### src/hw/rtl/pvalu_pkg.sv
// Shared types and constants for the packed int16x8 vector ALU.
// No dependencies; used by pvalu_lane and packed_int16x8_vector_alu_top.
package pvalu_pkg;

  localparam int LANE_COUNT     = 8;
  localparam int LANE_WIDTH     = 16;
  localparam int HALF_WIDTH     = 64;
  localparam int LANES_PER_HALF = HALF_WIDTH / LANE_WIDTH;
  localparam int CMD_WIDTH      = 5;
  localparam int SHIFT_WIDTH    = 4;
  localparam int SHAMT_WIDTH    = 8;

  typedef enum logic [CMD_WIDTH-1:0] {
    CMD_CONSTRUCT = 5'd0,
    CMD_SPLAT     = 5'd1,
    CMD_NEG       = 5'd2,
    CMD_NOT       = 5'd3,
    CMD_ADD       = 5'd4,
    CMD_SUB       = 5'd5,
    CMD_MUL       = 5'd6,
    CMD_AND       = 5'd7,
    CMD_OR        = 5'd8,
    CMD_XOR       = 5'd9,
    CMD_ADDS      = 5'd10,
    CMD_SUBS      = 5'd11,
    CMD_MIN       = 5'd12,
    CMD_MAX       = 5'd13,
    CMD_LT        = 5'd14,
    CMD_LE        = 5'd15,
    CMD_EQ        = 5'd16,
    CMD_NE        = 5'd17,
    CMD_GT        = 5'd18,
    CMD_GE        = 5'd19,
    CMD_SHL       = 5'd20,
    CMD_SAR       = 5'd21
  } cmd_t;

  typedef struct packed {
    logic [CMD_WIDTH-1:0]   command;
    logic [HALF_WIDTH-1:0]  first_low;
    logic [HALF_WIDTH-1:0]  first_high;
    logic [HALF_WIDTH-1:0]  second_low;
    logic [HALF_WIDTH-1:0]  second_high;
    logic [SHAMT_WIDTH-1:0] shift_amount;
  } op_beat_t;

  typedef struct packed {
    logic [HALF_WIDTH-1:0] result_low;
    logic [HALF_WIDTH-1:0] result_high;
  } res_beat_t;

endpackage

### src/hw/rtl/pvalu_lane.sv
// One 16-bit signed lane of the vector ALU: all commands, purely combinational.
// Depends on pvalu_pkg for command codes and widths.
module pvalu_lane (
  input  logic [pvalu_pkg::CMD_WIDTH-1:0]   command,
  input  logic [pvalu_pkg::LANE_WIDTH-1:0]  a,
  input  logic [pvalu_pkg::LANE_WIDTH-1:0]  b,
  input  logic [pvalu_pkg::SHIFT_WIDTH-1:0] sh,
  output logic [pvalu_pkg::LANE_WIDTH-1:0]  r
);

  localparam int W = pvalu_pkg::LANE_WIDTH;
  localparam logic [W-1:0] SAT_MAX  = {1'b0, {(W-1){1'b1}}};
  localparam logic [W-1:0] SAT_MIN  = {1'b1, {(W-1){1'b0}}};
  localparam logic [W-1:0] ALL_ONES = {W{1'b1}};

  logic [W:0]     sum_ext;
  logic [W:0]     diff_ext;
  logic [2*W-1:0] prod;
  logic [W-1:0]   sum_sat;
  logic [W-1:0]   diff_sat;
  logic           lt;
  logic           eq;

  assign sum_ext  = {a[W-1], a} + {b[W-1], b};
  assign diff_ext = {a[W-1], a} - {b[W-1], b};
  assign prod     = {{W{1'b0}}, a} * {{W{1'b0}}, b};
  assign lt       = $signed(a) < $signed(b);
  assign eq       = (a == b);

  // Overflow shows as the two top bits of the extended sum disagreeing.
  assign sum_sat  = (sum_ext[W] != sum_ext[W-1]) ? (sum_ext[W] ? SAT_MIN : SAT_MAX)
                                                 : sum_ext[W-1:0];
  assign diff_sat = (diff_ext[W] != diff_ext[W-1]) ? (diff_ext[W] ? SAT_MIN : SAT_MAX)
                                                   : diff_ext[W-1:0];

  always_comb begin
    unique case (command)
      pvalu_pkg::CMD_CONSTRUCT,
      pvalu_pkg::CMD_SPLAT:     r = a;
      pvalu_pkg::CMD_NEG:       r = (~a) + W'(1);
      pvalu_pkg::CMD_NOT:       r = ~a;
      pvalu_pkg::CMD_ADD:       r = sum_ext[W-1:0];
      pvalu_pkg::CMD_SUB:       r = diff_ext[W-1:0];
      pvalu_pkg::CMD_MUL:       r = prod[W-1:0];
      pvalu_pkg::CMD_AND:       r = a & b;
      pvalu_pkg::CMD_OR:        r = a | b;
      pvalu_pkg::CMD_XOR:       r = a ^ b;
      pvalu_pkg::CMD_ADDS:      r = sum_sat;
      pvalu_pkg::CMD_SUBS:      r = diff_sat;
      pvalu_pkg::CMD_MIN:       r = lt ? a : b;
      pvalu_pkg::CMD_MAX:       r = (!lt && !eq) ? a : b;
      pvalu_pkg::CMD_LT:        r = lt ? ALL_ONES : '0;
      pvalu_pkg::CMD_LE:        r = (lt || eq) ? ALL_ONES : '0;
      pvalu_pkg::CMD_EQ:        r = eq ? ALL_ONES : '0;
      pvalu_pkg::CMD_NE:        r = eq ? '0 : ALL_ONES;
      pvalu_pkg::CMD_GT:        r = (!lt && !eq) ? ALL_ONES : '0;
      pvalu_pkg::CMD_GE:        r = lt ? '0 : ALL_ONES;
      pvalu_pkg::CMD_SHL:       r = a << sh;
      pvalu_pkg::CMD_SAR:       r = W'($signed(a) >>> sh);
      default:                  r = '0;
    endcase
  end

endmodule

### config.mk
export PLATFORM = sky130hd
export DESIGN_NAME = pvalu_lane
export DESIGN_NICKNAME = d
export VERILOG_FILES = /design/src/hw/rtl/pvalu_pkg.sv /design/src/hw/rtl/pvalu_lane.sv
export SDC_FILE = /design/constraint.sdc
export NUM_CORES = 1
export LEC_CHECK = 0
export BUFFER_PORTS_ARGS = -buffer_cell sky130_fd_sc_hd__buf_2
export CAP_MARGIN = 5
export CELL_PAD_IN_SITES_DETAIL_PLACEMENT = 0
export CELL_PAD_IN_SITES_GLOBAL_PLACEMENT = 2
export CORE_ASPECT_RATIO = 0.7
export CORE_MARGIN = 8
export CORE_UTILIZATION = 38
export DETAILED_ROUTE_END_ITERATION = 12
export PLACE_DENSITY_LB_ADDON = 0.1
export SLEW_MARGIN = 20
export SYNTH_ARGS = -nofsm -noshare
export SYNTH_HDL_FRONTEND = slang
export SYNTH_SLANG_ARGS = --single-unit
### constraint.sdc
create_clock -name vclk -period 9.8
set_input_delay 1.47 -clock vclk [all_inputs]
set_output_delay 1.47 -clock vclk [all_outputs]
set_load 0.02 [all_outputs]
==> results of run 1 <==
[area by class of cell]
cell class	count	area (um2)	area share (%)
diodes	1	2.50	0.0264
well taps	318	398	4.19
multi-input cells	995	8050	84.8
repair buffers	76	428	4.51
inverters	164	616	6.49
[layer usage]
| layer | up-vias | routed length, um | track usage (%) |
|---|---|---|---|
| met2 | 499 | 16100 | 39.4 |
| met5 | - | 0 | 0 |
| met4 | 0 | 1060 | 6.72 |
| li1 | 4246 | - | - |
| met3 | 52 | 4740 | 7.09 |
| met1 | 4616 | 20100 | 44.2 |
[logic make-up (layout without fill, tap and decap cells)]
logic type                 after synthesis  after routing
buffers and inverters                  237            240
xor gates and xnor gates                78             78
other                                    0              1
and+or+nand+nor                        379            379
muxes                                   58             58
adders and majority gates              181            181
AOI/OAI and AO/OA                      299            299
[path summary, 6_finish.rpt]
check | from | to | slack [ns]
worst max-delay path | a[7] | r[10] | 1.04
worst min-delay path | b[13] | r[13] | 3.54
[layout by cell type (no fill, tap or decap), types with 5 or more instances in the layout]
master,count
o22ai_1,8
fa_1,82
buf_2,57
nand3_1,13
mux2i_1,34
o21bai_1,7
mux2_2,15
mux4_2,9
o221ai_1,9
clkinv_1,9
nor2_1,139
nor2b_1,10
xor2_1,23
ha_1,98
and2_1,6
buf_4,19
a221oi_1,18
a22oi_1,14
a211oi_1,28
nand2_1,137
o211ai_1,13
o2111ai_1,8
or3_1,7
xnor2_1,55
nor4_1,5
nand4_1,10
o21ai_0,73
a21o_1,11
a211o_1,6
a2111oi_0,8
a31oi_1,5
inv_1,152
nand2b_1,10
a221o_1,6
a21oi_1,47
nor3_1,23
[worst max-delay path: stages]
cell       delay (ns)
buf_2            0.32
clkinv_1         0.39
nor2_1           0.25
fa_1             0.42
inv_1            0.09
fa_1             0.39
inv_1            0.07
ha_1             0.15
fa_1             0.43
fa_1             0.54
inv_1            0.05
fa_1             0.47
inv_1            0.04
ha_1             0.23
a2111oi_0        0.36
nor3_1           0.16
xor2_1           0.22
a2111oi_0        0.82
o2111ai_1        0.21
buf_2            0.21
[stage by stage]
step	hold WS, ns	area (um2)	utilization, %	std cells
floorplan	3.18	8970	-	1232
global placement	3.53	9480	40.5	1553
detailed placement	3.52	9490	40.5	1553
CTS	3.52	9490	40.5	1553
global route	3.54	9490	40.5	1553
finish	3.54	9490	40.5	1554
==> metrics.txt, run 1 <==
status finished clean; drt pass-1 iters 5; setup ws final 1.04 ns; core area 23400 um2; via count 9413; GRT Resource Usage Total 29.0%; Final nets 1458; Row Count 47; first-pass GRT wire length 61800 um; average wire per standard cell 27.0 um; Distinct cells, synth 77; top cells by area, synth fa_1, ha_1, inv_1, nor2_1, nand2_1; syn_nets 1453; CP Launch Type input pin; vias in the first global route 9151; required time of the critical path 8.33 ns; first-iteration detailed-routing DRC count 1016; Achievable Freq 114 MHz; die area 28900 um2; post-place setup slack 1.05 ns; largest family of logic cells by synthesized area adder cells; cell with the most instances after synthesis inv_1; worst hold stages 4; die height 145 um; hold_buf cts 0; Avg Vias per Cell 6.06; Remaining DRCs 0; critical path fanouts, max 15; # fillers 2582; Worst Hold Class input pin to output port; Setup violations, final 0; kind of critical path input pin to output port; Setup TNS Final 0 ns; fin crit period 8.76 ns; Synth Area in Adders 32.1%; DP Wirelength 34000 um; Mean Syn Cell Area 7.28 um2; Yosys top cell area share 18.3%; Synth area leader fa_1; register area 0 um2; headroom to the max-slew limit 33.2%; CP Data Arrival Time 7.29 ns; Mapped Cells 1232; sequential element share of the synthesized area 0%; simple-gate share of the synthesized area 18.5%; Post-Syn Area 8970 um2; Final Slew Violations 0; RSZ-0062 raised after global routing no; Buffers on Ports 57; YS warnings 0; Die Wd 200 um; max cap viols 0; Starting Density 38.3%; Seq cells 0; Tcrit/Tclk final 89.4%; multiplexer share of the synthesized area 7.94%; GPL Wtd Cong 0.963; antenna violations before repair 0; CP endpoint kind output port; CLK BUF 0; largest net degree at the start of global routing 48; Resized cells post-CTS 0; area growth from synthesis to layout 5.80%; Least-Margin Pin Slew 0.998 ns; Synth Area in Compound Gates 23.5%; Synth top cells by count inv_1, nor2_1, nand2_1; xor/xnor share of the synthesized area 7.62%; Remaining Overflow, GRT 0; I/O pin cnt 57; Fin. Hold Viols 0; Setup Buffers After CTS 0; Detailed Route WL 42000 um; Antenna Nets Post-Route 0; share of cells above drive strength 1 9.96%
==> run 2: changes to the inputs <==
--- a/config.mk
+++ b/config.mk
@@ -9,9 +9,9 @@
 export CAP_MARGIN = 5
 export CELL_PAD_IN_SITES_DETAIL_PLACEMENT = 0
 export CELL_PAD_IN_SITES_GLOBAL_PLACEMENT = 2
-export CORE_ASPECT_RATIO = 0.7
+export CORE_ASPECT_RATIO = 1.5
 export CORE_MARGIN = 8
-export CORE_UTILIZATION = 38
+export CORE_UTILIZATION = 31
 export DETAILED_ROUTE_END_ITERATION = 12
 export PLACE_DENSITY_LB_ADDON = 0.1
 export SLEW_MARGIN = 20
==> metrics.txt, run 2 (synthesis results as in run 1) <==
status finished clean; Setup violations, final 0; average wire per standard cell 27.6 um; Remaining DRCs 0; CP Launch Type input pin; Antenna Nets Post-Route 0; CP Data Arrival Time 7.50 ns; # fillers 3214; slowest CP cell fa_1; hold_ws 3.53 ns; Setup TNS Final 0 ns; Die Wd 155 um; first-iteration detailed-routing DRC count 678; die height 224 um; register area 0 um2; Critical path origin a[7]; Row Count 76; RSZ-0062 raised after global routing no; Final Slew Violations 0; critical path fanouts, max 15; Final nets 1456; crit-path max cell delay 0.53 ns; I/O pin cnt 57; core area 28600 um2; Remaining Overflow, GRT 0; placed instance count 1623; antenna violations before repair 0; headroom to the max-slew limit 19.8%; Seq cells 0; max cap viols 0; share of cells above drive strength 1 9.81%; hold_buf cts 0; fin crit period 8.97 ns; DP Wirelength 36200 um; Avg Vias per Cell 5.74; Least-Margin Pin Slew 1.19 ns; vias in the first global route 9688; most common cell after layout, fill and taps aside inv_1; Achievable Freq 111 MHz; GPL Wtd Cong 0.957; required time of the critical path 8.33 ns; kind of critical path input pin to output port; Detailed Route WL 44700 um; drt pass-1 iters 8; largest net degree at the start of global routing 48; Tcrit/Tclk final 91.5%; Buffers on Ports 57; Pleak 4.36 nW; Fin. Hold Viols 0; peak supply drop 168 uV; die area 34700 um2; post-route insts no fill 1623; via count 9308; CLK BUF 0; Setup crit end r[15]; CP endpoint kind output port; GRT Resource Usage Total 25.4%; Worst Hold Class input pin to output port; Setup Buffers After CTS 0; ant diodes 0; Resized cells post-CTS 0; CP most frequent cell inv_1; Pwr per Cell Area 179 nW/um2; first-pass GRT wire length 65800 um; total power after layout 1.71 mW; Post-Route Utilization 33.4%; area growth from synthesis to layout 6.60%; commonest cells after routing, fill and taps aside inv_1, nor2_1, nand2_1, ha_1, fa_1; Starting Density 31.3%
## run 2: cell types whose count changed in the layout (fill, tap and decap cells not counted)
cell and delta:
diode_2 -1, a21oi_1 -1, nor3_2 -1, nor3_1 +1, buf_4 -2, a21oi_2 +1
## run 2: report_power, final
part           total, mW  internal [mW]  switching (mW)  leakage [nW]
combinational       1.71          0.598            1.11          4.36
clock                  0              0               0             0
sequential             0              0               0             0
total               1.71          0.598            1.11          4.36
## run 2: how the worst min path moves through the flow
stage,from,slack (ns),end,depth (start not counted)
2_1_floorplan,b[13],3.18,r[13],2
3_3_place_gp,b[13],3.54,r[13],4
3_5_place_dp,b[13],3.52,r[13],4
4_1_cts,b[13],3.53,r[13],4
5_1_grt,b[13],3.57,r[13],4
6_report,b[13],3.53,r[13],4
## run 2: area by class of cell
class | instances | area, um2 | share of cell area (%)
inverter | 164 | 616 | 6.44
multi-input combinational | 995 | 8050 | 84.1
timing repair buffer | 74 | 413 | 4.32
tap | 390 | 488 | 5.10
## run 2: metal layers
layer	wire length (um)	vias to the layer above	track usage, %
met1	17300	4597	29.8
met2	22900	368	46.2
met4	2820	0	13.4
li1	-	4239	-
met5	0	-	0
met3	1700	104	0.980
## run 2: worst max-delay path: cells and delay by family
family	cells	cell delay [ns]
buf+inv	9	1.35
fa+ha+maj	7	2.65
compound gates	6	1.20
xor+xnor	1	0.20
simple gates	2	0.60
## run 2: through the flow
| step | worst slack [ns] | area [um2] |
|---|---|---|
| finish | 0.830 | 9560 |
| global route | 0.622 | 9560 |
| CTS | 0.797 | 9560 |
| detailed placement | 0.828 | 9560 |
| global placement | 0.833 | 9560 |
| floorplan | 1.70 | 8970 |
(Power assumes the default switching activity.)
==> run 3: changes to the inputs <==
--- a/config.mk
+++ b/config.mk
@@ -13,7 +13,7 @@
 export CORE_MARGIN = 8
 export CORE_UTILIZATION = 31
 export DETAILED_ROUTE_END_ITERATION = 12
-export PLACE_DENSITY_LB_ADDON = 0.1
+export PLACE_DENSITY_LB_ADDON = 0.08
 export SLEW_MARGIN = 20
 export SYNTH_ARGS = -nofsm -noshare
 export SYNTH_HDL_FRONTEND = slang
==> metrics.txt, run 3 (synthesis results as in run 1) <==
Setup violations, final 0; critical path fanouts, max 15; ant diodes 0; Starting Density 31.3%; CP Launch Type input pin; crit-path max cell delay 0.55 ns; Achievable Freq 113 MHz; antenna violations before repair 0; CP most frequent cell fa_1; fin crit period 8.82 ns; CP bufs+invs 7; total power after layout 1.73 mW; placed instance count 1627; most common cell after layout, fill and taps aside inv_1; drt pass-1 iters 5; Post-Route Utilization 33.5%; Fin. Hold Viols 0; Die Wd 155 um; status finished clean; core area 28600 um2; required time of the critical path 8.33 ns; Buffers on Ports 57; first-iteration detailed-routing DRC count 749; Pwr per Cell Area 180 nW/um2; Avg Vias per Cell 5.76; average wire per standard cell 27.7 um; commonest cells after routing, fill and taps aside inv_1, nor2_1, nand2_1, ha_1, fa_1; multi-input logic area 8050 um2; GPL Wtd Cong 0.991; Remaining Overflow, GRT 0; max cap viols 0; headroom to the max-slew limit 39.3%; post-route insts no fill 1627; # fillers 3177; Tcrit/Tclk final 90.0%; Antenna Nets Post-Route 0; kind of critical path input pin to output port; die area 34700 um2; area growth from synthesis to layout 6.93%; register area 0 um2; Resized cells post-CTS 0; share of cells above drive strength 1 10.1%; via count 9376; DP Wirelength 37200 um; Detailed Route WL 45100 um; Row Count 76; CP delay by family, top adder cells; RSZ-0062 raised after global routing no; largest net degree at the start of global routing 48; Worst Hold Class input pin to output port; DP Area 9590 um2; Remaining DRCs 0; Pleak 4.38 nW; peak supply drop 243 uV; I/O pin cnt 57; Final nets 1460; CP endpoint kind output port; vias in the first global route 9959; CP Data Arrival Time 7.35 ns; GRT Resource Usage Total 25.5%; slowest CP cell fa_1; Least-Margin Pin Slew 0.909 ns; Seq cells 0; Finished Cell Area 9590 um2; Setup Buffers After CTS 0; die height 224 um; Final Slew Violations 0; first-pass GRT wire length 65700 um; setup ws final 0.983 ns; post-place setup slack 0.959 ns; Setup TNS Final 0 ns; CLK BUF 0; hold_buf cts 0; CP cell instances buf_2 > clkinv_1 > nor2_1 > fa_1 > inv_1 > fa_1 > inv_1 > ha_1 > fa_1 > fa_1 > inv_1 > fa_1 > inv_1 > ha_1 > or3_1 > o21ai_0 > a21oi_1 > a31o_2 > a21o_1 > a21oi_1 > xnor2_1 > a211o_1 > buf_2; hold_ws 3.53 ns
==> run 3: cell count changes in the layout (fill, tap and decap cells not counted), sizes merged <==
cell | before | now
buf | 74 | 78
==> run 3: worst paths after layout <==
kind / startpoint / end / slack (ns) / depth (start not counted)
hold / removal: b[13] / r[13] / 3.53 / 4
setup / recovery: a[7] / r[15] / 0.98 / 23
==> run 3: cell type report <==
type	instances	share of cell area, %
Timing Repair Buffer	78	4.62
Inverter	164	6.42
Multi-Input combinational cell	995	83.9
Tap cell	390	5.09
==> run 3: power by group <==
| part | leakage (nW) | internal (mW) | switching (mW) |
|---|---|---|---|
| combinational | 4.38 | 0.604 | 1.12 |
| clock | 0 | 0 | 0 |
| sequential | 0 | 0 | 0 |
| total | 4.38 | 0.604 | 1.12 |
==> run 3: metal layers <==
layer  track usage, %  part of all wire, %  wire length, um
met1             28.2                   37            16900
met3             2.21                  4.6             2090
met5                0                    0                0
met4             17.3                  7.8             3530
met2             45.9                   50            22600
==> run 3: tightest hold or removal path: stages <==
cell and delay [ns]:
buf_2 0.17, a211oi_1 0.14, nand4b_1 0.10, buf_2 0.17
